--- src/rtl/gbfp_pkg.sv ---
`timescale 1ns / 1ps
// gbfp_pkg: shared types and constants for the binary gnss frame parser
// no dependencies

package gbfp_pkg;

   // framing constants
   localparam logic [7:0]  SYNC_FIRST    = 8'hB5;
   localparam logic [7:0]  SYNC_SECOND   = 8'h62;
   localparam logic [15:0] TYPE_STATUS   = 16'h0103;
   localparam logic [15:0] TYPE_POSITION = 16'h0117;

   // payload word offsets, expressed as offset[15:2]
   localparam logic [13:0] LON_WORD = 14'd7;   // bytes 28..31
   localparam logic [13:0] LAT_WORD = 14'd8;   // bytes 32..35
   localparam logic [15:0] POS_NEED = 16'd36;

   // frame kind codes
   localparam logic [1:0] KIND_POSITION = 2'd0;
   localparam logic [1:0] KIND_STATUS   = 2'd1;
   localparam logic [1:0] KIND_OTHER    = 2'd2;
   localparam logic [1:0] KIND_SHORT    = 2'd3;

   typedef enum logic [3:0] {
      PH_SYNC1,
      PH_SYNC2,
      PH_CLASS,
      PH_ID,
      PH_LEN_LO,
      PH_LEN_HI,
      PH_PAYLOAD,
      PH_CHK1,
      PH_CHK2
   } phase_type;

   // position capture control from the frame state machine
   typedef struct packed {
      logic       clear;
      logic       lon_we;
      logic       lat_we;
      logic [1:0] lane;
   } capture_ctrl_type;

   // frame summary from the state machine
   typedef struct packed {
      logic        emit;
      logic [1:0]  kind;
      logic [15:0] type_word;
   } frame_info_type;

endpackage

--- src/rtl/gbfp_if.sv ---
`timescale 1ns / 1ps
// gbfp_byte_if and gbfp_frame_if: valid/ready channels of the frame parser
// no dependencies

interface gbfp_byte_if;
   logic       valid;
   logic       ready;
   logic [7:0] rx_byte;

   modport source (output valid, output rx_byte, input ready);
   modport sink   (input valid, input rx_byte, output ready);
endinterface

interface gbfp_frame_if;
   logic               valid;
   logic               ready;
   logic        [1:0]  frame_kind;
   logic        [15:0] frame_type;
   logic signed [31:0] longitude;
   logic signed [31:0] latitude;

   modport source (output valid, output frame_kind, output frame_type,
                   output longitude, output latitude, input ready);
   modport sink   (input valid, input frame_kind, input frame_type,
                   input longitude, input latitude, output ready);
endinterface

--- src/rtl/gbfp_frame_fsm.sv ---
`timescale 1ns / 1ps
// gbfp_frame_fsm: sync hunt, header decode and payload count, one byte a step
// depends on gbfp_pkg

module gbfp_frame_fsm (
   input  logic                      clock,
   input  logic                      reset,
   input  logic                      step,
   input  logic [7:0]                rx_byte,
   output gbfp_pkg::capture_ctrl_type cap_ctrl,
   output gbfp_pkg::frame_info_type   info
);

   gbfp_pkg::phase_type phase_ff, phase_in;
   logic [15:0] type_ff, type_in;
   logic [15:0] length_ff, length_in;
   logic [15:0] offset_ff, offset_in;
   logic [15:0] offset_inc;
   logic        is_position;

   assign offset_inc  = offset_ff + 16'd1;
   assign is_position = (type_ff == gbfp_pkg::TYPE_POSITION);

   // next state and header registers
   always_comb begin
      phase_in  = phase_ff;
      type_in   = type_ff;
      length_in = length_ff;
      offset_in = offset_ff;
      unique case (phase_ff)
         gbfp_pkg::PH_SYNC1: begin
            if (rx_byte == gbfp_pkg::SYNC_FIRST) phase_in = gbfp_pkg::PH_SYNC2;
         end
         gbfp_pkg::PH_SYNC2: begin
            if (rx_byte == gbfp_pkg::SYNC_SECOND) begin
               phase_in = gbfp_pkg::PH_CLASS;
            end else if (rx_byte != gbfp_pkg::SYNC_FIRST) begin
               phase_in = gbfp_pkg::PH_SYNC1;
            end
         end
         gbfp_pkg::PH_CLASS: begin
            type_in  = {rx_byte, 8'h00};
            phase_in = gbfp_pkg::PH_ID;
         end
         gbfp_pkg::PH_ID: begin
            type_in  = {type_ff[15:8], rx_byte};
            phase_in = gbfp_pkg::PH_LEN_LO;
         end
         gbfp_pkg::PH_LEN_LO: begin
            length_in = {8'h00, rx_byte};
            phase_in  = gbfp_pkg::PH_LEN_HI;
         end
         gbfp_pkg::PH_LEN_HI: begin
            length_in = {rx_byte, length_ff[7:0]};
            offset_in = 16'd0;
            phase_in  = ({rx_byte, length_ff[7:0]} == 16'd0) ? gbfp_pkg::PH_CHK1
                                                              : gbfp_pkg::PH_PAYLOAD;
         end
         gbfp_pkg::PH_PAYLOAD: begin
            offset_in = offset_inc;
            if (offset_inc >= length_ff) phase_in = gbfp_pkg::PH_CHK1;
         end
         gbfp_pkg::PH_CHK1: phase_in = gbfp_pkg::PH_CHK2;
         gbfp_pkg::PH_CHK2: phase_in = gbfp_pkg::PH_SYNC1;
         default:           phase_in = gbfp_pkg::PH_SYNC1;
      endcase
   end

   // outputs
   always_comb begin
      cap_ctrl.clear  = (phase_ff == gbfp_pkg::PH_LEN_HI);
      cap_ctrl.lon_we = (phase_ff == gbfp_pkg::PH_PAYLOAD) && is_position &&
                        (offset_ff[15:2] == gbfp_pkg::LON_WORD);
      cap_ctrl.lat_we = (phase_ff == gbfp_pkg::PH_PAYLOAD) && is_position &&
                        (offset_ff[15:2] == gbfp_pkg::LAT_WORD);
      cap_ctrl.lane   = offset_ff[1:0];

      info.emit      = (phase_ff == gbfp_pkg::PH_CHK2);
      info.type_word = type_ff;
      if (is_position) begin
         info.kind = (length_ff >= gbfp_pkg::POS_NEED) ? gbfp_pkg::KIND_POSITION
                                                       : gbfp_pkg::KIND_SHORT;
      end else if (type_ff == gbfp_pkg::TYPE_STATUS) begin
         info.kind = gbfp_pkg::KIND_STATUS;
      end else begin
         info.kind = gbfp_pkg::KIND_OTHER;
      end
   end

   always_ff @(posedge clock) begin
      if (reset) begin
         phase_ff  <= gbfp_pkg::PH_SYNC1;
         type_ff   <= '0;
         length_ff <= '0;
         offset_ff <= '0;
      end else if (step) begin
         phase_ff  <= phase_in;
         type_ff   <= type_in;
         length_ff <= length_in;
         offset_ff <= offset_in;
      end
   end

endmodule

--- src/rtl/gbfp_pos_capture.sv ---
`timescale 1ns / 1ps
// gbfp_pos_capture: assembles little-endian longitude and latitude words
// depends on gbfp_pkg

module gbfp_pos_capture (
   input  logic                       clock,
   input  logic                       reset,
   input  logic                       step,
   input  logic [7:0]                 rx_byte,
   input  gbfp_pkg::capture_ctrl_type cap_ctrl,
   output logic signed [31:0]         held_lon,
   output logic signed [31:0]         held_lat
);

   logic [31:0] lon_ff, lon_in;
   logic [31:0] lat_ff, lat_in;

   always_comb begin
      lon_in = lon_ff;
      lat_in = lat_ff;
      if (cap_ctrl.clear) begin
         lon_in = '0;
         lat_in = '0;
      end else begin
         case (cap_ctrl.lane)
            2'd0: begin
               if (cap_ctrl.lon_we) lon_in[7:0] = rx_byte;
               if (cap_ctrl.lat_we) lat_in[7:0] = rx_byte;
            end
            2'd1: begin
               if (cap_ctrl.lon_we) lon_in[15:8] = rx_byte;
               if (cap_ctrl.lat_we) lat_in[15:8] = rx_byte;
            end
            2'd2: begin
               if (cap_ctrl.lon_we) lon_in[23:16] = rx_byte;
               if (cap_ctrl.lat_we) lat_in[23:16] = rx_byte;
            end
            default: begin
               if (cap_ctrl.lon_we) lon_in[31:24] = rx_byte;
               if (cap_ctrl.lat_we) lat_in[31:24] = rx_byte;
            end
         endcase
      end
   end

   always_ff @(posedge clock) begin
      if (reset) begin
         lon_ff <= '0;
         lat_ff <= '0;
      end else if (step) begin
         lon_ff <= lon_in;
         lat_ff <= lat_in;
      end
   end

   assign held_lon = $signed(lon_ff);
   assign held_lat = $signed(lat_ff);

endmodule

--- src/rtl/gbfp_out_stage.sv ---
`timescale 1ns / 1ps
// gbfp_out_stage: result register of the frame parser
// depends on gbfp_pkg and gbfp_if

module gbfp_out_stage (
   input  logic                     clock,
   input  logic                     reset,
   input  logic                     load,
   input  gbfp_pkg::frame_info_type info,
   input  logic signed [31:0]       held_lon,
   input  logic signed [31:0]       held_lat,
   output logic                     full,
   gbfp_frame_if.source             rsp_ch
);

   logic               vld_ff;
   logic [1:0]         kind_ff;
   logic [15:0]        type_ff;
   logic signed [31:0] lon_ff;
   logic signed [31:0] lat_ff;
   logic               pos_ok;

   assign pos_ok = (info.kind == gbfp_pkg::KIND_POSITION);

   always_ff @(posedge clock) begin
      if (reset) begin
         vld_ff <= 1'b0;
      end else if (load) begin
         vld_ff <= 1'b1;
      end else if (rsp_ch.ready) begin
         vld_ff <= 1'b0;
      end
   end

   // payload, no reset needed
   always_ff @(posedge clock) begin
      if (load) begin
         kind_ff <= info.kind;
         type_ff <= info.type_word;
         lon_ff  <= pos_ok ? held_lon : 32'sd0;
         lat_ff  <= pos_ok ? held_lat : 32'sd0;
      end
   end

   assign full              = vld_ff;
   assign rsp_ch.valid      = vld_ff;
   assign rsp_ch.frame_kind = kind_ff;
   assign rsp_ch.frame_type = type_ff;
   assign rsp_ch.longitude  = lon_ff;
   assign rsp_ch.latitude   = lat_ff;

endmodule

--- src/rtl/gnss_binary_frame_parser.sv ---
`timescale 1ns / 1ps
// gnss_binary_frame_parser: top level of the binary gnss frame parser
// depends on gbfp_pkg, gbfp_if, gbfp_frame_fsm, gbfp_pos_capture, gbfp_out_stage
//
// usage
//   req_ch carries the received serial stream, one byte per transfer. the block
//   hunts for sync bytes b5 62, reads class, id and a little-endian length,
//   counts the payload and skips two checksum bytes, which are not checked.
//   rsp_ch gives one transfer per completed frame: kind, class/id type and,
//   for a full position frame, longitude and latitude (zero otherwise).
//   a byte is held in the input register and processed from there; the result
//   of a frame is loaded into the result register when its last checksum byte
//   is processed. throughput: one byte per cycle, set by the single byte-wide
//   state step, unless a result waits on a stalled receiver, which holds back
//   the last checksum byte of the next frame and the bytes behind it; all
//   bytes before it keep flowing while a result waits.
//   reset (synchronous, active high) returns to sync hunting with cleared
//   header, count and position registers and drops any pending result.

module gnss_binary_frame_parser (
   input  logic         clock,
   input  logic         reset,
   gbfp_byte_if.sink    req_ch,
   gbfp_frame_if.source rsp_ch
);

   // input register
   logic       in_vld_ff;
   logic [7:0] in_byte_ff;

   gbfp_pkg::capture_ctrl_type cap_ctrl;
   gbfp_pkg::frame_info_type   info;
   logic signed [31:0]         held_lon;
   logic signed [31:0]         held_lat;
   logic                       out_full;
   logic                       step;

   // a byte that completes a frame needs room in the result register
   assign step = in_vld_ff && (!info.emit || !out_full || rsp_ch.ready);
   assign req_ch.ready = !in_vld_ff || step;

   always_ff @(posedge clock) begin
      if (reset) begin
         in_vld_ff <= 1'b0;
      end else if (req_ch.ready) begin
         in_vld_ff <= req_ch.valid;
      end
   end

   always_ff @(posedge clock) begin
      if (req_ch.ready && req_ch.valid) begin
         in_byte_ff <= req_ch.rx_byte;
      end
   end

   gbfp_frame_fsm u_fsm (
      .clock    (clock),
      .reset    (reset),
      .step     (step),
      .rx_byte  (in_byte_ff),
      .cap_ctrl (cap_ctrl),
      .info     (info)
   );

   gbfp_pos_capture u_capture (
      .clock    (clock),
      .reset    (reset),
      .step     (step),
      .rx_byte  (in_byte_ff),
      .cap_ctrl (cap_ctrl),
      .held_lon (held_lon),
      .held_lat (held_lat)
   );

   // result is loaded when the last checksum byte is processed
   gbfp_out_stage u_out (
      .clock    (clock),
      .reset    (reset),
      .load     (step && info.emit),
      .info     (info),
      .held_lon (held_lon),
      .held_lat (held_lat),
      .full     (out_full),
      .rsp_ch   (rsp_ch)
   );

endmodule

--- src/flat_wrapper.sv ---
// flat-port wrapper written by rule: the top's interface ports become plain ports
module gnss_binary_frame_parser_flat 
  (clock, reset, req_ch_valid, req_ch_rx_byte, req_ch_ready, rsp_ch_valid, rsp_ch_frame_kind, rsp_ch_frame_type, rsp_ch_longitude, rsp_ch_latitude, rsp_ch_ready);
  gbfp_byte_if req_ch_i ();
  gbfp_frame_if rsp_ch_i ();
  input  logic clock;
  input  logic reset;
  input wire logic [$bits(req_ch_i.valid)-1:0] req_ch_valid;
  input wire logic [$bits(req_ch_i.rx_byte)-1:0] req_ch_rx_byte;
  output wire logic [$bits(req_ch_i.ready)-1:0] req_ch_ready;
  output wire logic [$bits(rsp_ch_i.valid)-1:0] rsp_ch_valid;
  output wire logic [$bits(rsp_ch_i.frame_kind)-1:0] rsp_ch_frame_kind;
  output wire logic [$bits(rsp_ch_i.frame_type)-1:0] rsp_ch_frame_type;
  output wire logic [$bits(rsp_ch_i.longitude)-1:0] rsp_ch_longitude;
  output wire logic [$bits(rsp_ch_i.latitude)-1:0] rsp_ch_latitude;
  input wire logic [$bits(rsp_ch_i.ready)-1:0] rsp_ch_ready;
  assign req_ch_i.valid = req_ch_valid;
  assign req_ch_i.rx_byte = req_ch_rx_byte;
  assign req_ch_ready = req_ch_i.ready;
  assign rsp_ch_valid = rsp_ch_i.valid;
  assign rsp_ch_frame_kind = rsp_ch_i.frame_kind;
  assign rsp_ch_frame_type = rsp_ch_i.frame_type;
  assign rsp_ch_longitude = rsp_ch_i.longitude;
  assign rsp_ch_latitude = rsp_ch_i.latitude;
  assign rsp_ch_i.ready = rsp_ch_ready;
  gnss_binary_frame_parser u_core (.clock(clock), .reset(reset), .req_ch(req_ch_i), .rsp_ch(rsp_ch_i));
endmodule
--- config.mk ---
export PLATFORM = sky130hd
export DESIGN_NAME = gnss_binary_frame_parser_flat
export DESIGN_NICKNAME = d
export VERILOG_FILES = /design/src/rtl/gbfp_pkg.sv /design/src/rtl/gbfp_if.sv /design/src/rtl/gbfp_frame_fsm.sv /design/src/rtl/gbfp_pos_capture.sv /design/src/rtl/gbfp_out_stage.sv /design/src/rtl/gnss_binary_frame_parser.sv /design/src/flat_wrapper.sv
export SDC_FILE = /design/constraint.sdc
export NUM_CORES = 1
export LEC_CHECK = 0
export BUFFER_PORTS_ARGS = -buffer_cell sky130_fd_sc_hd__buf_4
export CAP_MARGIN = 20
export CORE_UTILIZATION = 35
export CTS_CLUSTER_SIZE = 28
export DETAILED_ROUTE_END_ITERATION = 12
export PLACE_DENSITY = 0.57
export SETUP_SLACK_MARGIN = 0.2
export SYNTH_ARGS = -nofsm -noshare
export SYNTH_HDL_FRONTEND = slang
export SYNTH_HIERARCHICAL = 1
export SYNTH_SLANG_ARGS = --single-unit
--- constraint.sdc ---
create_clock -name clock -period 7.4 [get_ports clock]
set_clock_uncertainty 0.05 [all_clocks]
set_input_delay 2.22 -clock clock [delete_from_list [all_inputs] [get_ports clock]]
set_output_delay 2.22 -clock clock [all_outputs]
set_load 0.1 [all_outputs]
Word-level counts from Yosys, hierarchy flattened. Cells that the tools add are included.

Order comparisons: 2. Reduce and logical (&&, ||, !) cells: 40. Muxes and demuxes: 26. Bitwise logic cells: 2. $add $sub $neg: 1. Equal/unequal tests: 21.

Operators by type and width (number): 16-bit one-hot mux with 2 select lines (3); 8-bit two-way mux (10); 32-bit two-way mux (2); 16-bit by 9-bit equality test with 1-bit output, second input constant (2); 4-bit one-hot mux with 8 select lines (1); 3-bit AND reduction (10); 2-bit nonzero test (9); 16-bit by 1-bit adder with 16-bit output, second input constant (1); 4-bit by 3-bit equality test with 1-bit output, second input constant (4); 16-bit greater-or-equal comparator (1); 16-bit by 6-bit greater-or-equal comparator with 1-bit output, second input constant (1); 16-bit zero test (1); 4-bit two-way mux (4); 14-bit by 3-bit equality test with 1-bit output, second input constant (1); 14-bit by 4-bit equality test with 1-bit output, second input constant (1); 4-bit by 2-bit equality test with 1-bit output, second input constant (2); 8-bit by 7-bit equality test with 1-bit output, second input constant (1); 8-bit equality test, second input constant (1); 8-bit inequality test, second input constant (1); 1-bit logical AND (6); 2-bit two-way mux (3); 2-bit AND reduction (3); 4-bit by 1-bit equality test with 1-bit output, second input constant (1); 4-bit equality test, second input constant (1); other kinds (13) (22).

Word-level logic and storage cells: 113. Flip-flop bits (word level): 208.

Longest topological paths before layout. Gate-level depths: netlist of the first run.

Word-level depth: 7. Gate-level depth with buffers: 11. Mapped depth without buffers: 11.

Modules after synthesis. Netlist of the first run, hierarchy kept.

By module, submodules not included: gbfp_out_stage (sequential area each 2482.4 sq um, area each 3000.4 sq um, times used 1, cells an instance 158); gbfp_frame_fsm (sequential area each 1041.0 sq um, area each 2966.6 sq um, times used 1, cells an instance 371); gbfp_pos_capture (sequential area each 1281.2 sq um, area each 2736.4 sq um, times used 1, cells an instance 310); gnss_binary_frame_parser (sequential area each 260.2 sq um, area each 320.3 sq um, times used 1, cells an instance 17).

Worst setup path before layout of the first run. No wires, ideal clock.

Path type: input -> register. Start: input rsp_ch_ready. End: register u_core.u_out.kind_ff[0] (netlist: u_core/u_out/rsp_ch.frame_kind[0]), enable pin. Path slack: 1.114 ns. Path buffers: 0. Cell stages on the path: 2. Arrival: 5.712 ns. Cells stage by stage: nor2b_1 > nor2_1.

Cells in the longest elaborated chain, start to end: 3.

Ends and longest elaborated chain: start, declared (RTL line flat_wrapper.sv:16) `input wire logic [$bits(rsp_ch_i.ready)-1:0] rsp_ch_ready;`; 1-bit logical OR (RTL line gnss_binary_frame_parser.sv:39) `assign step = in_vld_ff && (!info.emit || !out_full || rsp_ch.ready);`; 1-bit logical AND (RTL line gnss_binary_frame_parser.sv:39); 1-bit logical AND (RTL line gnss_binary_frame_parser.sv:79) `.load (step && info.emit),`; end signal, assigned (RTL line gbfp_out_stage.sv:38) `kind_ff <= info.kind;`; end, declared (RTL line gbfp_out_stage.sv:17) `logic [1:0] kind_ff;`.

Every way passes these cells. A chain may end at the register's enable or synchronous reset.

Final worst setup path of the first run.
Start: input rsp_ch_ready. End: output req_ch_ready.

Cells in the longest elaborated chain, start to end: 3.

Ends and longest elaborated chain: 1-bit logical OR (RTL line gnss_binary_frame_parser.sv:39); 1-bit logical AND (RTL line gnss_binary_frame_parser.sv:39); 1-bit logical OR (RTL line gnss_binary_frame_parser.sv:40) `assign req_ch.ready = !in_vld_ff || step;`; end, declared (RTL line flat_wrapper.sv:10) `output wire logic [$bits(req_ch_i.ready)-1:0] req_ch_ready;`.

Every way passes these cells.

==> results_dict.tcl, run 1 <==
set metrics [dict create \
    status "finished clean" \
    synth_edf_count 90 \
    gp_congestion 0.777 \
    finalSetupViolCount 0 \
    synth_top_family_by_area "simple AND/OR/NAND/NOR gates" \
    clock_latency_ns 0.51 \
    dominantRegCellSynth "dfxtp_1" \
    tightestPinTransition_ns 1.09 \
    vias 6467 \
    synth.distinct_cells 67 \
    syn_area_per_cell_sq_um 10.5 \
    synthMuxAreaShare_pct 0.222 \
    hold_viol_final 0 \
    htreeDepth 1 \
    yosys.area.top_type_share_pct 30.0 \
    syn_inst 856 \
    hold_slack_ns 0.407 \
    cts-root-buf "clkbuf_16" \
    post_cts_resized 0 \
    reg2reg_to "u_core/u_fsm/phase_ff[3]" \
    postSynth.asyncResetShare_pct 0 \
    drive_gt1_share_pct 21.2 \
    clkTransAtPathRegs_ns 0.06 \
    worstSetupPathType "input port to output pin" \
    worstSetupEndpointType "output pin" \
    grt.total_usage_pct 14.9 \
    ys_ff_latch 208 \
    core_sq_um 25300 \
    synth_fp_nets 885 \
    crit_fanout 3 \
    grt_max_degree 71 \
    yosys-top-cells-count "dfxtp_1, edfxtp_1, a21oi_1" \
    fin_tns_setup_ns 0 \
    fmax_mhz 197 \
    cp-start-kind "input port" \
    hold_depth 0 \
    maxSlewViolCount 0 \
    yosysSeqAreaShare_pct 56.1 \
    io_buffers 95 \
    hold_path_end "u_core/u_out/rsp_ch.frame_type[14]" \
    worstReg2RegStart "u_core/u_fsm/offset_ff[1]" \
    leakagePower_nw 4.18 \
    synth-compound-area-share_pct 11.1 \
    start_util_pct 35.7 \
    synth_xor_area_share_pct 1.46 \
    final_util_pct 42.1 \
    crit_required_ns 5.13 \
    holdBufCountCts 0 \
    min_from "u_core/u_fsm/type_ff[14]" \
    peakVddDrop_v 0.000133 \
    synth_area_leaders "edfxtp_1, dfxtp_1, a21oi_1, and2_2, nand2_1" \
    die_x_um 163 \
    drcViolationCount 0 \
    ant_nets 0 \
    dieArea_sq_um 26400 \
    synth_area_sq_um 9020 \
    period_needed_ns 5.07 \
    numCtsBuffers 24 \
    cts_sinks 208 \
    area_growth_pct 17.8 \
    num_io_pins 96 \
    antenna_found_initial 0 \
    grt_pass1_vias 5887 \
    reg2regPathDepth 11 \
    cts_setup_buffers 0 \
    cts_tree "built" \
    die_h_um 163 \
    fin_nets 946 \
    grt_pass1_wl_mm 31.8 \
    p_per_area_nw_per_um2 229 \
    worst_slew_margin_rel_pct 26.9 \
    num_antenna_cells 0 \
    fp-row-count 58 \
    yosys.area_share.adder_pct 2.36 \
    clock_tree.buffer_depth 3 \
    routed_wl_mm 19.9 \
    firstDrtPassIters 4 \
    synthSimpleGateAreaFrac_pct 23.6 \
    viasPerCell 5.11 \
    grt_remaining_overflow 0 \
    yosys.area.top_type "edfxtp_1" \
    p_total_mw 2.43 \
    drt-initial-drc-count 485 \
    maxCapViolations 0 \
    fin_crit_sh_pct 68.5 \
    hpwl_mm 12.5 \
    rrSetupSlack_ns 3.35 \
    yosysMostFrequentCell "dfxtp_1" \
    wl_per_cell_um 15.7 \
    ys_warn_count 6 \
    cp.arrival_ns 2.80 \
    holdCritPathClass "flip-flop to flip-flop" \
    grt_setup_unrepaired "false" \
]
## kinds of logic (layout without fill, tap and decap cells)
logic type                 after synthesis  count (layout)
muxes                                    2               2
and+or+nand+nor                        364             364
DFF                                    208             208
AOI/OAI and AO/OA                      166             166
xor gates and xnor gates                15              15
buffers and inverters                   84             163
adders and majority gates               17              17
## state kept, by name (all words and copies together) (netlist names), 8 cells and up
register,cells
u_core/u_fsm/type_ff,16
u_core/u_fsm/length_ff,16
u_core/u_fsm/offset_ff,16
u_core/u_out/rsp_ch.latitude,32
u_core/u_capture/held_lon,32
u_core/u_capture/held_lat,32
u_core/in_byte_ff,8
u_core/u_out/rsp_ch.frame_type,16
u_core/u_out/rsp_ch.longitude,32
## how the worst max path moves through the flow
stage	startpoint	to	cells past startpoint	slack, ns
final	rsp_ch_ready	req_ch_ready	3	2.33
after global routing	rsp_ch_ready	req_ch_ready	3	2.31
after CTS	rsp_ch_ready	req_ch_ready	3	2.33
after detailed placement	rsp_ch_ready	req_ch_ready	3	2.33
after global placement	rsp_ch_ready	req_ch_ready	3	2.34
after floorplan	rsp_ch_ready	u_core/u_out/rsp_ch.frame_kind[0]	2	1.11
## area by class of cell
cell class	instances	area [sq um]
Clock buffer	32	662
Fill cell	2442	14600
Sequential cell	208	5060
Clock inverter	12	144
Multi-Input combinational cell	564	3510
Inverter	18	67.6
Tap cell	330	413
Timing Repair Buffer	101	771
## layout by cell type (no fill, tap or decap), drive strengths merged, types with 4 or more instances in the layout
cell type	n
nor2b	11
clkinv	5
nand3	54
inv	19
or3	5
nand3b	7
o21ai	28
nand4	9
a32oi	16
and4b	4
and3	10
nor3b	4
xor2	8
nand4b	7
and3b	6
dfxtp	118
ha	17
edfxtp	90
and2	71
a21oi	84
a22oi	20
buf	101
nand2	78
and4	4
nand2b	4
nor4	8
nor2	59
clkbuf	32
xnor2	7
nor3	9
## power breakdown
part / switching, mW / internal [mW] / total, mW / leakage (nW)
Combinational: 0.0290 / 0.00869 / 0.0376 / 1.86
Sequential: 0.0107 / 1.19 / 1.20 / 1.94
Clock: 0.459 / 0.734 / 1.19 / 0.385
Total: 0.499 / 1.94 / 2.43 / 4.18
## worst max-delay path, cell delays in order
cell,delay [ns]
buf_4,0.12
nand4b_4,0.17
buf_4,0.29
## per-layer routing
metal,share of wire [%],GRT usage [%],vias to the layer above
met3,5.1,2.27,35
met5,0,0,-
met2,45,22.8,149
li1,-,-,3188
met1,48,21.8,3095
met4,1.9,4.21,0
## stage by stage
stage / instances / cell area, sq um / setup WS, ns
6_report: 1265 / 10600 / 2.33
5_1_grt: 1265 / 10600 / 2.31
4_1_cts: 1264 / 10600 / 2.33
3_5_place_dp: 1220 / 9800 / 2.33
3_3_place_gp: 1220 / 9800 / 2.34
2_1_floorplan: 856 / 9020 / 1.11
Power figures use the tool's default switching activity.
==> inputs of run 2 (changes only) <==
--- a/config.mk
+++ b/config.mk
@@ -5,12 +5,13 @@
 export SDC_FILE = /design/constraint.sdc
 export NUM_CORES = 1
 export LEC_CHECK = 0
+export ABC_AREA = 1
 export BUFFER_PORTS_ARGS = -buffer_cell sky130_fd_sc_hd__buf_4
 export CAP_MARGIN = 20
 export CORE_UTILIZATION = 35
 export CTS_CLUSTER_SIZE = 28
 export DETAILED_ROUTE_END_ITERATION = 12
-export PLACE_DENSITY = 0.57
+export PLACE_DENSITY = 0.59
 export SETUP_SLACK_MARGIN = 0.2
 export SYNTH_ARGS = -nofsm -noshare
 export SYNTH_HDL_FRONTEND = slang
==> constraint.sdc (replaced) <==
create_clock -name clock -period 4.1 [get_ports clock]
set_clock_uncertainty 0.05 [all_clocks]
set_input_delay 1.23 -clock clock [delete_from_list [all_inputs] [get_ports clock]]
set_output_delay 1.23 -clock clock [all_outputs]
set_load 0.1 [all_outputs]
==> run 2 against run 1 <==
Against the previous run:
- clock-buffer cell count decreased by 3
- highest routed layer unchanged
- cell count increased by 26%
- sequential power increased by 83%
- register-to-register slack got worse by 2.2 ns
- via count increased by 11%
- hold slack got worse by 0.027 ns
- die area increased by 8.4%
- critical path type is now flip-flop to output pin
- core utilization increased by 0.62 points
- global-route usage decreased by 0.45 points
- largest cell class unchanged
- routed wire length increased by 4.5%
==> results_dict.tcl, run 2 <==
set metrics [dict create \
    maxSlewViolCount 0 \
    area_growth_pct 18.6 \
    slowest_stage "dfxtp_1" \
    drcViolationCount 0 \
    final_cell_area_sq_um 11600 \
    ant_nets 0 \
    crit_required_ns 2.82 \
    drt-initial-drc-count 515 \
    p_per_area_nw_per_um2 391 \
    grt_pass1_wl_mm 33.9 \
    clock_tree.buffer_depth 3 \
    place_area_sq_um 10800 \
    cts_tree "built" \
    io_buffers 95 \
    cp-start-kind "flip-flop" \
    peakVddDrop_v 0.000260 \
    path_cells "inv_2, nand2_1, nor3_1, nand4_2, buf_4" \
    dominantRegCellSynth "dfxtp_1" \
    viasPerCell 4.51 \
    final_common_cell "nand2_1" \
    fin_tns_setup_ns 0 \
    critical_path.max_stage_delay_ns 0.39 \
    core_sq_um 27200 \
    met2_usage_pct 24.2 \
    clock_latency_ns 0.52 \
    worstSetupPathType "flip-flop to output pin" \
    cp.arrival_ns 1.97 \
    postSynth.asyncResetShare_pct 0 \
    status "finished clean" \
    worst_slew_margin_rel_pct 30.9 \
    holdCritPathClass "flip-flop to flip-flop" \
    grt_pass1_vias 6715 \
    yosysMostFrequentCell "nand2_1" \
    num_antenna_cells 0 \
    yosys.area.top_type_share_pct 27.6 \
    ys_warn_count 6 \
    fillers 2720 \
    wl_per_cell_um 13.1 \
    dieArea_sq_um 28600 \
    die_x_um 169 \
    holdBufCountCts 0 \
    leakagePower_nw 4.48 \
    routed_wl_mm 20.8 \
    grt.total_usage_pct 14.5 \
    synth_area_sq_um 9790 \
    layout_common_cells "nand2_1, inv_1, nor2_1, dfxtp_1, buf_4" \
    synth_fp_nets 1133 \
    post_cts_resized 0 \
    hpwl_mm 14.3 \
    die_h_um 169 \
    num_io_pins 96 \
    antenna_found_initial 0 \
    vias 7188 \
    syn_area_per_cell_sq_um 8.86 \
    cts_setup_buffers 0 \
    drive_gt1_share_pct 21.0 \
    tightestPinTransition_ns 1.04 \
    grt_max_degree 65 \
    crit_fanout 6 \
    clkTransAtPathRegs_ns 0.06 \
    met3_usage_pct 2.36 \
    grt_remaining_overflow 0 \
    finalSetupViolCount 0 \
    synth.distinct_cells 40 \
    layout_setup_ws_ns 0.853 \
    met1_usage_pct 19.6 \
    yosysSeqAreaShare_pct 51.8 \
    pre_cts_slack_ns 0.874 \
    worstSetupEndpointType "output pin" \
    multi_input_area_sq_um 3780 \
    synth_area_leaders "edfxtp_1, dfxtp_1, nand2_1, nor2_4, inv_1" \
    grt_setup_unrepaired "false" \
    htreeDepth 1 \
    cts_sinks 208 \
    fin_nets 1232 \
    hold_slack_ns 0.380 \
    yosys.area.top_type "edfxtp_1" \
    gp_congestion 0.784 \
    maxCapViolations 0 \
    yosys-top-cells-count "nand2_1, inv_1, nor2_1" \
    hold_viol_final 0 \
    firstDrtPassIters 5 \
    syn_inst 1104 \
    fp-row-count 60 \
    numCtsBuffers 24 \
    period_needed_ns 3.25 \
    seq_area_sq_um 5060 \
    fin_crit_sh_pct 79.2 \
    cts-root-buf "clkbuf_16" \
    busiest_layer "met2" \
    ys_ff_latch 208 \
    fmax_mhz 308 \
    synth_edf_count 90 \
    start_util_pct 36.0 \
]
==> run 2: worst max-delay path: cells and delay by family (launching register included) <==
family	cells	cell delay (ns)
and+or+nand+nor	3	0.61
buffers and inverters	2	0.45
DFF	1	0.39
==> run 2: path summary, 6_finish.rpt <==
check / start / end / slack [ns] / depth (start not counted)
worst max-delay path: u_core/u_fsm/phase_ff[1] / req_ch_ready / 0.85 / 5
worst min-delay path: u_core/u_fsm/type_ff[13] / u_core/u_out/rsp_ch.frame_type[13] / 0.38 / 0
worst max register to register: u_core/u_fsm/offset_ff[0] / u_core/u_fsm/phase_ff[0] / 1.16 / 17
worst min register to register: u_core/u_fsm/type_ff[13] / u_core/u_out/rsp_ch.frame_type[13] / 0.38 / 0
==> run 2: cell type report <==
cell class,count,area share [%]
clock buffers,29,5.51
well taps,372,4.01
inverters,171,5.53
clock inverters,15,1.40
flip-flops and latches,208,43.6
repair buffers,111,7.39
multi-input cells,687,32.5
==> run 2: logic make-up (layout without fill, tap and decap cells) <==
kind of cell	after synthesis	count (layout)	synth area share [%]
flops	208	208	51.8
xor+xnor	10	10	0.895
fa+ha+maj	17	17	2.17
compound gates	95	95	5.50
buf+inv	209	326	9.82
simple gates	565	565	29.9
==> run 2: where the power goes <==
| part | switching [mW] | total, mW | leakage (nW) | internal, mW |
|---|---|---|---|---|
| Clock | 0.843 | 2.14 | 0.393 | 1.30 |
| Sequential | 0.0269 | 2.20 | 1.85 | 2.17 |
| Combinational | 0.154 | 0.203 | 2.23 | 0.0491 |
| Total | 1.02 | 4.54 | 4.48 | 3.52 |
==> run 2: metal layers <==
metal	vias up	share of wire, %
met1	3308	47
met3	30	4.9
met5	-	0
li1	3687	-
met2	163	47
met4	0	1.5
==> run 2: through the flow <==
step                      util [%]  cells  power (mW)
after floorplan                  -   1104        2.38
after global placement        39.8   1549        2.44
after detailed placement      39.8   1549        2.45
after CTS                     42.7   1593        4.60
after global routing          42.7   1593        4.70
final                         42.7   1593        4.54
